$ cat src/ffa_div.sv
module ffa_div #(
  parameter int unsigned DIVISOR = 8,
  parameter int unsigned NW      = 17
) (
  input  logic          clk_i,
  input  logic          rst_ni,
  input  logic          start_i,
  input  logic [NW-1:0] dividend_i,
  output logic          done_o,
  output logic [NW-1:0] quotient_o
);

  localparam int unsigned DW = $clog2(DIVISOR);
  localparam int unsigned SH = NW + DW;
  localparam int unsigned MW = NW + 2;
  localparam int unsigned PW = NW + MW;
  localparam longint unsigned RECIP_L =
    ((64'd1 << SH) + 64'(DIVISOR) - 64'd1) / 64'(DIVISOR);
  localparam logic [MW-1:0] RECIP = MW'(RECIP_L);

  logic [PW-1:0] prod;
  logic          done_q;
  logic [NW-1:0] quo_q;

  // x / DIVISOR == (x * ceil(2^SH / DIVISOR)) >> SH for every NW-bit x
  assign prod = {{MW{1'b0}}, dividend_i} * {{NW{1'b0}}, RECIP};

  always_ff @(posedge clk_i or negedge rst_ni) begin
    if (!rst_ni) begin
      done_q <= 1'b0;
    end else begin
      done_q <= start_i;
    end
  end

  always_ff @(posedge clk_i) begin
    if (start_i) begin
      quo_q <= NW'(prod[PW-1:SH]);
    end
  end

  assign done_o     = done_q;
  assign quotient_o = quo_q;

endmodule

$ cat config.mk
export PLATFORM = sky130hd
export DESIGN_NAME = ffa_div
export DESIGN_NICKNAME = d
export VERILOG_FILES = /design/src/ffa_div.sv
export SDC_FILE = /design/constraint.sdc
export NUM_CORES = 1
export LEC_CHECK = 0
export ABC_AREA = 1
export BUFFER_PORTS_ARGS = -buffer_cell sky130_fd_sc_hd__buf_2
export CAP_MARGIN = 30
export CORE_AREA = 5 5 42 44
export DETAILED_ROUTE_END_ITERATION = 10
export DIE_AREA = 0 0 47 49
export PLACE_DENSITY = 0.77
export SYNTH_ARGS = -nofsm -noshare
export SYNTH_HDL_FRONTEND = slang
export SYNTH_SLANG_ARGS = --single-unit
$ cat constraint.sdc
create_clock -name clk_i -period 0.8 [get_ports clk_i]
set_clock_uncertainty 0.05 [all_clocks]
set_input_delay 0.16 -clock clk_i [delete_from_list [all_inputs] [get_ports clk_i]]
set_output_delay 0.16 -clock clk_i [all_outputs]
set_load 0.005 [all_outputs]
Yosys cells after proc, flatten, opt, wreduce, memory -nomap -nowiden
Cells that the tools add are included.
Storage, ports and cells
  register bits: 15
  input bits: 20
  word-level logic and storage cells: 2

Longest topological paths before layout
  depth in word-level cells: 0
  mapped depth: 1
  mapped depth without buffers: 0

Worst setup path after synthesis
OpenSTA, ideal clock, no wires.
  kind: reg-to-output
  from: register quo_q[0] (netlist: quotient_o[0])
  to: output quotient_o[0]
  data arrival time: 355 ps
  required time: 590 ps
  path slack: 235 ps
  stages on the path, launching flop included: 1
  path through: edfxtp_1
RTL lines
  from (decl): RTL line 23  | logic [NW-1:0] quo_q;
  from (signal assigned): RTL line 38  | quo_q <= NW'(prod[PW-1:SH]);
  to (decl): RTL line 10  | output logic [NW-1:0] quotient_o
No word-level cell between the ends.

Worst setup path after layout
  from: register quo_q[3] (netlist: quotient_o[3])
  to: output quotient_o[3]
No word-level cell between the ends.

==> results.tsv <==
stage	metric	value	unit
drt	DR DRC count	0	
synth	share of the synthesized area in the top cell type	89.12	%
clock_tree	Resize count post-CTS	0	
timing	fin. max-slew vios	0	
synth	library cells used by synthesis	4	
grt	global-route total usage across every layer	8.219	%
timing	RSZ-0062 raised after global routing	yes	
grt	initial antenna violation count	0	
worst_setup_path	CP max-delay cell	edfxtp_1	
floorplanning	number of I/O pins	38	
clock_tree	# clock sinks	15	
worst_setup_path	CP top delay family	flip-flops	
layout	commonest non-fill, non-tap cells in the layout	31 x buf_2, 14 x edfxtp_1, 3 x conb_1, 3 x clkbuf_4, 3 x dlygate4sd3_1	
worst_setup_path	Worst Setup End Kind	output pin	
synth	post-synthesis sequential area ratio	94.43	%
clock_tree	Worst-path clk slew	0.08	ns
drt	DRT Wirelength	889	µm
place	GP Congestion	0.6451	
grt	largest net degree at the start of global routing	13	
drt	routed vias	298	
synth	post-synthesis cell count	19	
drt	router iterations before antenna repair	1	
synth	cell taking the most area after synthesis	edfxtp_1	
worst_setup_path	worst setup path category	reg -> out	
layout	synth-to-layout area growth	51.72	%
timing	Setup-failing EPs final	17	
layout	layout cells sized above 1	62.07	%
drt	Initial DRC Count	0	
worst_setup_path	Crit path arrival time	0.78	ns
clock_tree	H-tree levels	1	
clock_tree	CTS tree	done	
worst_setup_path	crit-path max cell delay	0.37	ns
worst_setup_path	worst-path maximum fanout	1	
clock_tree	CTS max path bufs	2	
layout	Core Util, Final	51.07	%
clock_tree	TritonCTS Buffers	3	
layout	Final nets	79	
timing	fmax	1007	MHz
power	IR drop worst, VDD	0.001051	V
flow_run	max cap viols	0	
power	Cell Pwr Density	2076	nW/µm²
timing	Final WS setup	-0.1932	ns
worst_setup_path	crit-path cells	buf_2	
grt	Remaining Overflow, GRT	0	
floorplanning	chip height	49	µm
grt	vias in the first global route	294	
power	static leakage	0.0003221	µW
floorplanning	CORE AREA	1401	µm²
timing	final hold vios	0	
worst_setup_path	Buf+Inv Stages, Crit Path	1	
grt	first-pass GRT wire length	1255	µm
floorplanning	Site Rows	14	
floorplanning	Die ar.	2303	µm²
worst_setup_path	Critical Path Start Type	flip-flop	
run_status	status	complete, but fails checks	
clock_tree	CTS Root Cell	clkbuf_4	
synth	Ys Warns	0	
drt	Routed WL per cell	12.01	µm
synth	number of synthesized register bits	15	
drt	Via density	4.027	
layout	Ant. Diodes	0	
power	Total Power	1486	µW
place	IO Port Bufs	31	
clock_tree	postcts setup bufs	0	
timing	period utilization	124.1	%
hold_path	Worst Hold Class	in -> reg	
floorplanning	Initial Util	33.66	%
layout	commonest non-fill, non-tap cell in the layout	buf_2	
worst_setup_path	CP required	0.59	ns
run_status	failing checks	setup timing	
floorplanning	Die W	47	µm
synth	syn avg cell area	24.83	µm²
synth	largest cells by area after synthesis	edfxtp_1 89%, dfrtp_1 5.3%, buf_4 4.8%	
timing	post-layout min period	0.9932	ns
drt	Post-DRT Antenna Nets	0	
synth	synthesized area	471.7	µm²
-- metal layers --
metal,GRT usage (%),wire length (µm)
met5,0,0
met4,6.912,25
met3,4.059,153
met2,12.44,416
met1,7.820,293
-- per-stage QoR --
stage | area [µm²] | setup TNS (ns) | hold WS, ns | instances | setup WS (ns)
finish | 715.7 | -2.667 | 0.007253 | 74 | -0.1932
global route | 715.7 | -3.293 | -0.005384 | 74 | -0.2449
CTS | 695.7 | -2.871 | -0.001063 | 72 | -0.2094
detailed placement | 659.4 | 0 | -0.1140 | 67 | 0.04420
global placement | 659.4 | 0 | -0.1148 | 67 | 0.05224
floorplan | 479.2 | 0 | -0.1856 | 21 | 0.2347
-- logic make-up after synthesis --
| family | after synthesis | synth area share (%) |
|---|---|---|
| flip-flops | 15 | 94.43 |
| other | 1 | 0.7950 |
| buffers and inverters | 3 | 4.774 |
-- where the power goes --
part | internal [µW] | switching [µW] | total, µW
clock | 193 | 212 | 405
combinational | 85.9 | 58.9 | 145
sequential | 923 | 12.7 | 936
-- final timing paths --
path / slack, ns / start / endpoint / depth (start not counted)
min in group asynchronous: 0.13 / rst_ni / done_o / 2
max in group asynchronous: 0.48 / rst_ni / done_o / 2
worst min-delay path: 0.007 / dividend_i[4] / quotient_o[1] / 1
worst max-delay path: -0.19 / quotient_o[3] / quotient_o[3] / 1
-- flip-flops by register name, indices dropped and copies added, names as in the netlist --
register,cells
done_o,1
quotient_o,14
-- cell usage after synthesis --
library cell	instances
buf_4	3
conb_1	1
dfrtp_1	1
edfxtp_1	14
-- area by class of cell --
class / instances / area (µm²)
Timing Repair Buffer: 36 / 212.7
Multi-Input combinational cell: 3 / 11.26
Sequential cell: 15 / 445.4
Tap cell: 16 / 20.02
Clock buffer: 4 / 26.28
Fill cell: 132 / 685.7
-- what timing repair did --
item                       CTS  global route
setup endpoints to repair   15            15
hold buffers                 1             2
hold endpoints to repair     3             6
(Power assumes the default switching activity.)
