`src/ffa_pkg.sv`:
```
package ffa_pkg;

  localparam int unsigned SIZE_W     = 32;
  localparam int unsigned DIVIDEND_W = 17;
  localparam int unsigned OUT_IDX_W  = 10;

  localparam logic OP_ALLOC = 1'b0;
  localparam logic OP_FREE  = 1'b1;

  typedef enum logic [1:0] {
    STATUS_OK    = 2'd0,
    STATUS_NOFIT = 2'd1,
    STATUS_ZERO  = 2'd2,
    STATUS_RANGE = 2'd3
  } status_e;

  typedef enum logic [4:0] {
    ST_INIT,
    ST_IDLE,
    ST_DONE,
    ST_A_DIV,
    ST_A_ISSUE,
    ST_A_CHK,
    ST_A_FIT,
    ST_A_FIT2,
    ST_A_WREST,
    ST_A_WCUR,
    ST_A_LINK,
    ST_F_ISSUE,
    ST_F_ADV,
    ST_F_RDB,
    ST_F_RDC,
    ST_F_M1,
    ST_F_M1A,
    ST_F_M2,
    ST_F_M2A
  } state_e;

  typedef struct packed {
    logic size_we;
    logic link_we;
  } mem_we_t;

endpackage

```
`src/ffa_alu.sv`:
```
module ffa_alu import ffa_pkg::*; (
  input  logic [SIZE_W-1:0] a_i,
  input  logic [SIZE_W-1:0] b_i,
  input  logic [SIZE_W-1:0] c_i,
  input  logic              sub_i,
  output logic [SIZE_W-1:0] res_o,
  output logic              lt_o,
  output logic              eq_o
);

  // wraps at 32 bits like the size arithmetic it serves
  assign res_o = sub_i ? (a_i - b_i) : (a_i + b_i);
  assign lt_o  = (res_o < c_i);
  assign eq_o  = (res_o == c_i);

endmodule

```
`config.mk`:
```
export PLATFORM = sky130hd
export DESIGN_NAME = ffa_alu
export DESIGN_NICKNAME = d
export VERILOG_FILES = /design/src/ffa_pkg.sv /design/src/ffa_alu.sv
export SDC_FILE = /design/constraint.sdc
export NUM_CORES = 1
export LEC_CHECK = 0
export BUFFER_PORTS_ARGS = -buffer_cell sky130_fd_sc_hd__buf_2
export CORE_MARGIN = 8
export CORE_UTILIZATION = 35
export DETAILED_ROUTE_END_ITERATION = 12
export MAX_ROUTING_LAYER = met4
export PLACE_DENSITY = 0.75
export SLEW_MARGIN = 20
export SYNTH_ARGS = -nofsm -noshare
export SYNTH_HDL_FRONTEND = slang
export SYNTH_SLANG_ARGS = --single-unit
```
`constraint.sdc`:
```
create_clock -name vclk -period 4.51
set_input_delay 0.2255 -clock vclk [all_inputs]
set_output_delay 0.2255 -clock vclk [all_outputs]
set_load 0.01 [all_outputs]
```
-- After elaboration in Yosys (flattened, before gate mapping)
Cells that the tools add are included.
- logic and storage cells: 5
- input port bits: 97
- output and inout port bits: 34
- flip-flop bits (word level): 0
- muxes and demuxes: 1
- $add $sub $neg: 2
- order comparisons: 1
- eq/ne operators: 1
- operators by type and width (cell ; number):
    $add 32x32->32 ; 1
    $eq 32x32->1 ; 1
    $lt 32x32->1 ; 1
    $mux 32 ; 1
    $sub 32x32->32 ; 1

-- Depth between registers and ports, before layout
Gate-level depths: netlist of run 1.
- word-level depth: 3
- mapped depth: 27
- gate-level depth less buffers: 25

-- Worst setup path before layout of run 1
No wires, ideal clock.
- path type: input to output
- start: input port b_i[6]
- end: output port eq_o
- data required time: 4285 ps
- data arrival time: 4574 ps
- cell stages on the path: 22
- path buffers: 2
- setup slack: -289 ps
- cell sequence: nor4_1 and2_1 nor2b_1 and2_1 clkbuf_1 a21oi_1 xnor2_1 ha_1 clkbuf_1 a21o_1 a31oi_1 nand2_1 o2111a_1 o31a_1 a311o_1 ha_1 nand3_1 nor2_1 nand2_1 nor2_1 nand4_1 nor4_1
- cells in the longest elaborated chain, start to end: 3
- elaborated cells between the ends (all ways): 4
- classes of those cells: 2 x add/sub; 1 x eq/ne; 1 x mux
- RTL lines (item ; RTL line ; text):
    start: declaration ; ffa_alu.sv:3 ; input logic [SIZE_W-1:0] b_i,
    $add 32x32->32 or $sub 32x32->32 (tied branches) ; ffa_alu.sv:12 ; assign res_o = sub_i ? (a_i - b_i) : (a_i + b_i);
    $mux 32 (*) ; ffa_alu.sv:12 ;
    via res_o[29] ; ffa_alu.sv:6 ; output logic [SIZE_W-1:0] res_o,
    $eq 32x32->1 (*) ; ffa_alu.sv:14 ; assign eq_o = (res_o == c_i);
    end: declaration ; ffa_alu.sv:8 ; output logic eq_o
Mark *: on every way through the listed nets, which the timed path passes. The rest lies on a longest branch.

-- Worst setup path in the final report of run 1
- start: input port b_i[5]
- end: output port lt_o
- cells in the longest elaborated chain, start to end: 3
- elaborated cells between the ends (all ways): 4
- classes of those cells: 2 x add/sub; 1 x order compare; 1 x mux
- RTL lines (item ; RTL line ; text):
    $add 32x32->32 or $sub 32x32->32 (tied branches) ; ffa_alu.sv:12 ;
    $mux 32 (*) ; ffa_alu.sv:12 ;
    $lt 32x32->1 (*) ; ffa_alu.sv:13 ; assign lt_o = (res_o < c_i);
    end: declaration ; ffa_alu.sv:7 ; output logic lt_o,
Every way passes the cells marked *; elsewhere a longest branch is shown, timed or not.

==> results_dict.tcl, run 1 <==
set metrics [dict create \
    status "finished, violations left" \
    violations "setup timing" \
    ys_warn_count 0 \
    slew_viol_final 0 \
    syn_area_mm2 0.00322 \
    rsz0062_at_grt "true" \
    clkbuf_count 0 \
    layout-drive-gt1-share_pct 46.0 \
    num_vias 4479 \
    crit_start "b_i[5]" \
    dieArea_mm2 0.0125 \
    fin_hold_ws_ps 913 \
    leakage_nw 2.91 \
    cap_violations 0 \
    switching_power_uw 612 \
    powerDensity_mw_per_mm2 226 \
    nets 894 \
    clockPowerShare_pct 0 \
    worst_setup_path_start_kind "input port" \
    ir_drop_mv 0.0765 \
    io_buffers 131 \
    die_w_um 112 \
    stdcell_count 842 \
    path_depth 25 \
    critPathBufInv 9 \
    worstMarginPinSlew_ps 485 \
    viasPerCell 5.32 \
    wl_um 13200 \
    slowest_delay_ps 360 \
    netSwitchingFraction_pct 50.6 \
    syn_area_per_cell_um2 6.93 \
    track_usage_pct 20.2 \
    regArea_um2 0 \
    p_comb_share_pct 100.0 \
    area_growth_pct 66.1 \
    dieHeight_um 112 \
    ios 131 \
    max_freq_ghz 0.206 \
    setup_viol_count_final 2 \
    crit_required_ps 4280 \
    grt_max_degree 14 \
    antenna_found_initial 1 \
    drt_iter0_drc 152 \
    wl_per_cell_um 15.6 \
    power.share.sequential_pct 0 \
    yosysSeqAreaShare_pct 0 \
    dpl.hpwl_um 11100 \
    initial_utilization_pct 35.5 \
    cp-end-kind "output port" \
    num_rows 35 \
    grt_pass1_vias 4471 \
    slew_headroom_pct 66.8 \
    synth_cell_types 53 \
    period_minus_slack_ps 4850 \
    syn_inst 465 \
    grt_overflow_total 0 \
    hold_viol 0 \
    critical_path_class "in -> out" \
    period_share_pct 107 \
    ant_nets 0 \
    drtPass1Iterations 5 \
    crit_fanout 4 \
    critical-path-top-delay-family "compound AO/OA/AOI/OAI gates" \
    crit_path_top_delay_cell "nor4_4" \
    hp-class "in -> out" \
    hold_buffers 0 \
    syn_nets 627 \
    route.detailed.drc 0 \
    flops_and_latches 0 \
    dpl.cell_count 820 \
    endpoint "lt_o" \
    p_int_uw 599 \
    grt_pass1_wl_um 21200 \
    crit_top_cell "buf_4" \
    gp_congestion 0.958 \
    crit_arrival_ps 4620 \
    fp.coreArea_mm2 0.00906 \
    dp_worst_setup_slack_ps -537 \
    fin_ws_ps -336 \
]
cell families after synthesis:
kind of cell | synth area share (%)
XOR/XNOR | 15.7
adder cells (fa/ha/maj) | 25.5
AO/OA/AOI/OAI | 30.6
multiplexers | 0.660
buffers and inverters | 7.15
AND/OR/NAND/NOR | 20.4
power groups by stage:
stage | clock network (mW) | logic [mW] | registers (mW)
after floorplan | 0 | 0.608 | 0
after global placement | 0 | 1.05 | 0
after detailed placement | 0 | 1.09 | 0
after CTS | 0 | 1.17 | 0
after global routing | 0.0000000296 | 1.32 | 0
final | 0.0000000297 | 1.21 | 0
cells in the final DEF (no fill, tap or decap), types with 3 or more instances in the layout:
master,n
o21ai_0,16
inv_1,46
a31oi_1,6
buf_2,129
o21a_1,7
nand3_1,5
o2111ai_1,3
a21oi_1,44
xnor2_2,4
xor2_1,11
o31a_1,3
ha_1,63
a21o_1,29
buf_4,143
nor3_1,6
nor3_2,5
nor2b_1,6
inv_2,3
buf_6,4
nor2_1,35
o21ai_2,3
and3_1,4
xnor2_1,42
nand2_1,26
o21ai_1,9
a21oi_2,13
nand2b_1,5
nand4_1,6
worst min-delay path, cell delays in order:
cell and delay [ps]:
buf_2 90, inv_1 40, ha_1 150, inv_1 40
buf_2 130
per-layer routing:
metal  part of all wire, %  up-vias  global-route usage (%)  routed length [µm]
met5                     0        -                       -                   0
met4                   1.8        0                    3.01                 231
met3                   3.7       22                   0.812                 486
met2                    51      156                    36.9                6780
met1                    43     2095                    24.4                5680
li1                      -     2206                       -                   -
cell type report:
| type | instances | area (µm²) |
|---|---|---|
| tap | 111 | 139 |
| antenna | 1 | 2.50 |
| multi-input combinational | 404 | 3240 |
| inverter | 49 | 184 |
| timing repair buffer | 277 | 1780 |
| fill | 805 | 3720 |
cells in the mapped netlist, types with 3 or more instances:
cell        n  area share [%]
nor4_1      3            0.58
o31a_1      3            0.82
buf_1       3            0.35
o2111ai_1   3            0.82
o21ai_1     9             1.4
a31oi_1     7             1.4
ha_1       64              25
o21ai_0    19             3.0
o21a_1      7             1.6
nand2b_1    5            0.97
a21oi_1    57             8.9
nand2_1    28             3.3
nand3_1     6            0.93
and3_1      4            0.78
inv_1      49             5.7
nor2b_1     8             1.6
and4_1      3            0.82
xnor2_1    45              12
a211oi_1    3            0.70
nand4_1     6             1.2
clkbuf_1    8            0.93
nor2_1     39             4.5
nor3_1     11             1.7
a21o_1     29             6.8
and2_1      4            0.78
xor2_1     11             3.0
worst min-delay path by stage:
stage,start,to,cells past startpoint
2_1_floorplan,b_i[0],res_o[0],2
3_3_place_gp,a_i[0],res_o[0],5
3_5_place_dp,a_i[0],res_o[0],5
4_1_cts,a_i[0],res_o[0],5
5_1_grt,a_i[0],res_o[0],5
6_report,a_i[0],res_o[0],5
metrics by stage:
stage	area, µm²	util [%]	TNS, ps	power, mW
floorplan	3250	-	0	0.608
global placement	4940	54.5	-797	1.05
detailed placement	4940	54.5	-1020	1.09
CTS	5240	57.8	-352	1.17
global route	5350	59.0	-1080	1.32
finish	5350	59.0	-653	1.21
repair_timing:
item | 4_1_cts | 5_1_grt
pin swaps | 45 | 28
resized for setup | 46 | 17
endpoints found under the setup margin | 2 | 2
buffers inserted | 15 | 6
Power figures use the tool's default switching activity.
==> run 2: changes to the inputs <==
--- a/config.mk
+++ b/config.mk
@@ -10,8 +10,8 @@
 export CORE_UTILIZATION = 35
 export DETAILED_ROUTE_END_ITERATION = 12
 export MAX_ROUTING_LAYER = met4
-export PLACE_DENSITY = 0.75
-export SLEW_MARGIN = 20
+export PLACE_DENSITY = 0.73
+export SLEW_MARGIN = 30
 export SYNTH_ARGS = -nofsm -noshare
 export SYNTH_HDL_FRONTEND = slang
 export SYNTH_SLANG_ARGS = --single-unit
==> constraint.sdc (replaced) <==
create_clock -name vclk -period 6.2
set_input_delay 0.31 -clock vclk [all_inputs]
set_output_delay 0.31 -clock vclk [all_outputs]
set_load 0.01 [all_outputs]
==> run 2 against run 1 <==
Net effect: first-iteration DRC count did not move; highest routed layer unchanged; total power fell by 46%; worst setup slack better by 860 ps; the run now ends clean; global-route usage down 3.4 points; sequential share of layout area unchanged; die area is the same; non-clock buffer count is 145 lower; utilization shrank 15 points; combinational power decreased by 46%; hold slack improved by 120 ps; critical path depth decreased by 1; cell count is 17% lower.
==> results_dict.tcl, run 2 (synthesized netlist as in run 1, its figures left out) <==
set metrics [dict create \
    flops_and_latches 0 \
    final_cell_mix "131 x buf_2, 64 x ha_1, 57 x a21oi_1" \
    tns_ps 0 \
    crit_fanout 6 \
    regArea_um2 0 \
    grt_overflow_total 0 \
    ir_drop_mv 0.0581 \
    gp_congestion 0.920 \
    multiInputGateArea_mm2 0.00299 \
    powerDensity_mw_per_mm2 164 \
    hp-class "in -> out" \
    fp.coreArea_mm2 0.00906 \
    max_freq_ghz 0.176 \
    nets 749 \
    ios 131 \
    period_minus_slack_ps 5680 \
    slowest_delay_ps 390 \
    grt_pass1_wl_um 17700 \
    grt_max_degree 32 \
    dieHeight_um 112 \
    track_usage_pct 16.8 \
    drtPass1Iterations 4 \
    initial_utilization_pct 35.5 \
    num_vias 3715 \
    final_common_cell "buf_2" \
    viasPerCell 5.33 \
    area_growth_pct 23.6 \
    die_w_um 112 \
    num_rows 35 \
    path_cells "buf_2 -> nor4_1 -> and2_1 -> nor2b_1 -> and2_1 -> a21oi_1 -> xnor2_1 -> ha_1 -> and4_1 -> nand2_1 -> nor3_1 -> a21boi_1 -> o2111a_1 -> o21ai_1 -> o31a_1 -> xnor2_1 -> ha_1 -> nand3_1 -> nor2_1 -> nand2_1 -> nor2_1 -> nand4_1 -> nor4_1 -> buf_2" \
    crit_required_ps 5890 \
    cp-end-kind "output port" \
    post_cts_buffers 0 \
    hold_viol 0 \
    wl_um 10700 \
    leakage_nw 2.14 \
    cap_violations 0 \
    dpl.hpwl_um 9650 \
    critical_path_class "in -> out" \
    totalPowerFinal_uw 655 \
    setup_viol_count_final 0 \
    dieArea_mm2 0.0125 \
    layout-drive-gt1-share_pct 24.4 \
    clkbuf_count 0 \
    wl_per_cell_um 15.4 \
    crit_path_top_delay_cell "nor4_1" \
    rsz0062_at_grt "false" \
    slew_viol_final 0 \
    fillers 927 \
    status "finished, final reports clean" \
    grt_pass1_vias 3763 \
    slew_headroom_pct 63.0 \
    io_buffers 131 \
    drt_iter0_drc 152 \
    worstMarginPinSlew_ps 541 \
    route.detailed.drc 0 \
    ant_nets 0 \
    antenna_found_initial 1 \
    period_share_pct 91.6 \
    crit_arrival_ps 5370 \
    worst_setup_path_start_kind "input port" \
]
run 2: cell count changes in the layout (fill, tap and decap cells not counted), sizes merged:
| cell | change |
|---|---|
| buf | -145 |
run 2: worst max-delay path, delay by kind of cell:
kind            cells  cell delay, ps
buf+inv             2             290
compound gates      5            1050
xor+xnor            2             320
simple gates       13            2730
fa+ha+maj           2             660
run 2: per-stage QoR:
| step | hold slack [ps] | setup slack [ps] | instances | util (%) | cell area (µm²) |
|---|---|---|---|---|---|
| 5_1_grt | 1080 | 24.8 | 697 | 43.9 | 3980 |
| 2_1_floorplan | 796 | 1230 | 465 | - | 3220 |
| 6_report | 1030 | 520 | 697 | 43.9 | 3980 |
| 3_3_place_gp | 1030 | 683 | 696 | 43.9 | 3980 |
| 4_1_cts | 1030 | 492 | 696 | 43.9 | 3980 |
| 3_5_place_dp | 1030 | 516 | 696 | 43.9 | 3980 |
run 2: layer usage:
layer  global-route usage (%)  share of wire, %
met1                     19.4                44
met2                     30.8                51
met3                     1.57               3.7
met4                     3.46               1.8
met5                        -                 0
run 2: final timing paths:
path | end | slack, ps | cells after the start | from
worst max-delay path | eq_o | 520 | 24 | b_i[6]
worst min-delay path | res_o[0] | 1030 | 4 | b_i[0]
run 2: what timing repair did:
item                       CTS  global route
gates resized for setup      0             1
hold endpoints to repair     0             0
setup endpoints to repair    0             2
hold buffers                 0             0
run 2: area by class of cell:
| type | instances | area share [%] |
|---|---|---|
| Timing Repair Buffer | 132 | 16.7 |
| Multi-Input combinational cell | 404 | 75.2 |
| Antenna cell | 1 | 0.0629 |
| Tap cell | 111 | 3.49 |
| Inverter | 49 | 4.62 |
run 2: report_power, final:
part / switching, mW / internal (mW)
Sequential: 0 / 0
Clock: 0 / 0.0000000216
Combinational: 0.372 / 0.283
==> run 3: changes to the inputs <==
--- a/config.mk
+++ b/config.mk
@@ -5,12 +5,13 @@
 export SDC_FILE = /design/constraint.sdc
 export NUM_CORES = 1
 export LEC_CHECK = 0
+export ABC_AREA = 1
 export BUFFER_PORTS_ARGS = -buffer_cell sky130_fd_sc_hd__buf_2
 export CORE_MARGIN = 8
-export CORE_UTILIZATION = 35
+export CORE_UTILIZATION = 55
 export DETAILED_ROUTE_END_ITERATION = 12
 export MAX_ROUTING_LAYER = met4
-export PLACE_DENSITY = 0.73
+export PLACE_DENSITY = 0.95
 export SLEW_MARGIN = 30
 export SYNTH_ARGS = -nofsm -noshare
 export SYNTH_HDL_FRONTEND = slang
==> constraint.sdc (replaced) <==
create_clock -name vclk -period 6.1
set_input_delay 0.305 -clock vclk [all_inputs]
set_output_delay 0.305 -clock vclk [all_outputs]
set_load 0.01 [all_outputs]
==> run 3 against run 2 <==
Net effect: non-clock buffer count is 1 lower; first-iteration DRC count is 140% higher; die area is 14% lower; synthesized cell count is 81% higher.
==> results_dict.tcl, run 3 <==
set metrics [dict create \
    setup_viol_count_final 0 \
    synth_top_cell_area_share_pct 27.1 \
    period_share_pct 72.2 \
    hold_buffers 0 \
    ys_warn_count 0 \
    n_antenna_cell 0 \
    critPathBufInv 5 \
    max_freq_ghz 0.227 \
    holdPathStages 4 \
    placed_area_mm2 0.00500 \
    path_cells "buf_2 -> inv_1 -> o21ai_0 -> xnor2_1 -> inv_1 -> ha_1 -> nand2_1 -> inv_1 -> a21oi_1 -> nand3_1 -> nand3_1 -> nand2_1 -> nand2_1 -> nand2_1 -> ha_1 -> nand2_1 -> nor2_1 -> nand2_1 -> nor4_1 -> and3_1 -> buf_2" \
    synth_cell_types 30 \
    gp_congestion 0.985 \
    clkbuf_count 0 \
    regArea_um2 0 \
    cap_violations 0 \
    fp.coreArea_mm2 0.00761 \
    viasPerCell 4.91 \
    flops_and_latches 0 \
    slew_headroom_pct 48.0 \
    worstMarginPinSlew_ps 779 \
    status "finished, final reports clean" \
    ios 131 \
    grt_pass1_vias 5158 \
    dpl.hpwl_um 11900 \
    post_cts_resized 0 \
    yosysSeqAreaShare_pct 0 \
    critical-path-top-delay-family "simple AND/OR/NAND/NOR gates" \
    crit_path_top_delay_cell "inv_1" \
    drtPass1Iterations 6 \
    synth.top_cells.by_area "nand2_1 27%, ha_1 19%, inv_1 16%, nor2_1 7.2%, xor2_1 6.8%" \
    ys_top_cells_by_count "306 x nand2_1, 184 x inv_1, 81 x nor2_1" \
    min_from "b_i[0]" \
    nets 1131 \
    crit_top_cell "nand2_1" \
    hold_end "res_o[0]" \
    area_growth_pct 17.8 \
    rsz0062_at_grt "false" \
    period_minus_slack_ps 4410 \
    num_rows 32 \
    hold_viol 0 \
    final_common_cell "nand2_1" \
    totalPowerFinal_uw 672 \
    grt_pass1_wl_um 22600 \
    leakage_nw 3.32 \
    wl_per_cell_um 12.1 \
    synth.largest_area_cell "nand2_1" \
    initial_utilization_pct 55.8 \
    route.detailed.drc 0 \
    post_cts_buffers 0 \
    worst_setup_path_start_kind "input port" \
    die_w_um 104 \
    ir_drop_mv 0.0472 \
    layout-drive-gt1-share_pct 15.1 \
    syn_area_mm2 0.00424 \
    syn_nets 1003 \
    dieArea_mm2 0.0108 \
    final_cell_mix "306 x nand2_1, 184 x inv_1, 131 x buf_2" \
    tns_ps 0 \
    num_vias 5252 \
    slowest_delay_ps 600 \
    io_buffers 131 \
    grt_overflow_total 0 \
    drt_iter0_drc 358 \
    wl_um 12900 \
    hp-class "in -> out" \
    crit_arrival_ps 4100 \
    syn_inst 841 \
    antenna_found_initial 0 \
    grt_max_degree 30 \
    syn_area_per_cell_um2 5.04 \
    crit_required_ps 5790 \
    critical_path_class "in -> out" \
    ant_nets 0 \
    cp-end-kind "output port" \
    powerDensity_mw_per_mm2 134 \
    synth.most_common_cell "nand2_1" \
    dieHeight_um 104 \
    stdcell_area_mm2 0.00500 \
    crit_fanout 29 \
    track_usage_pct 24.3 \
    slew_viol_final 0 \
    fin_util_pct 65.7 \
]
[run 3: logic make-up (layout without fill, tap and decap cells)]
family / Yosys count / after routing / synth area share (%)
fa+ha+maj: 65 / 65 / 19.4
compound gates: 66 / 66 / 8.23
simple gates: 480 / 480 / 47.0
xor+xnor: 41 / 41 / 8.47
buf+inv: 189 / 315 / 16.9
[run 3: area by class of cell]
cell class | count | area [µm²]
Multi-Input combinational cell | 652 | 3520
Timing Repair Buffer | 131 | 656
Inverter | 184 | 691
Fill cell | 801 | 2610
Tap cell | 102 | 128
[run 3: routing by layer]
layer / wire length [µm] / vias up / GRT usage (%)
met1: 6140 / 2225 / 31.1
met2: 5780 / 181 / 41.6
li1: - / 2834 / -
met4: 125 / 0 / 2.79
met3: 886 / 12 / 2.17
met5: 0 / - / -
[run 3: worst max-delay path by stage]
stage,from,to,slack (ps),cells after the start
after floorplan,b_i[0],eq_o,2590,26
final,sub_i,eq_o,1690,21
after global routing,sub_i,eq_o,1170,24
after global placement,sub_i,eq_o,1760,24
after detailed placement,sub_i,eq_o,1670,24
after CTS,sub_i,eq_o,1680,24
[run 3: per-stage QoR]
| stage | hold WS [ps] | setup slack, ps | cells |
|---|---|---|---|
| after floorplan | 786 | 2590 | 841 |
| after global placement | 1030 | 1760 | 1069 |
| after detailed placement | 1030 | 1670 | 1069 |
| after CTS | 1030 | 1680 | 1069 |
| after global routing | 1050 | 1170 | 1069 |
| final | 1040 | 1690 | 1069 |
[run 3: report_power, final]
part           switching (mW)  internal (mW)  total, mW
Clock                       0              0          0
Combinational           0.421          0.251      0.672
Sequential                  0              0          0
Total                   0.421          0.251      0.672
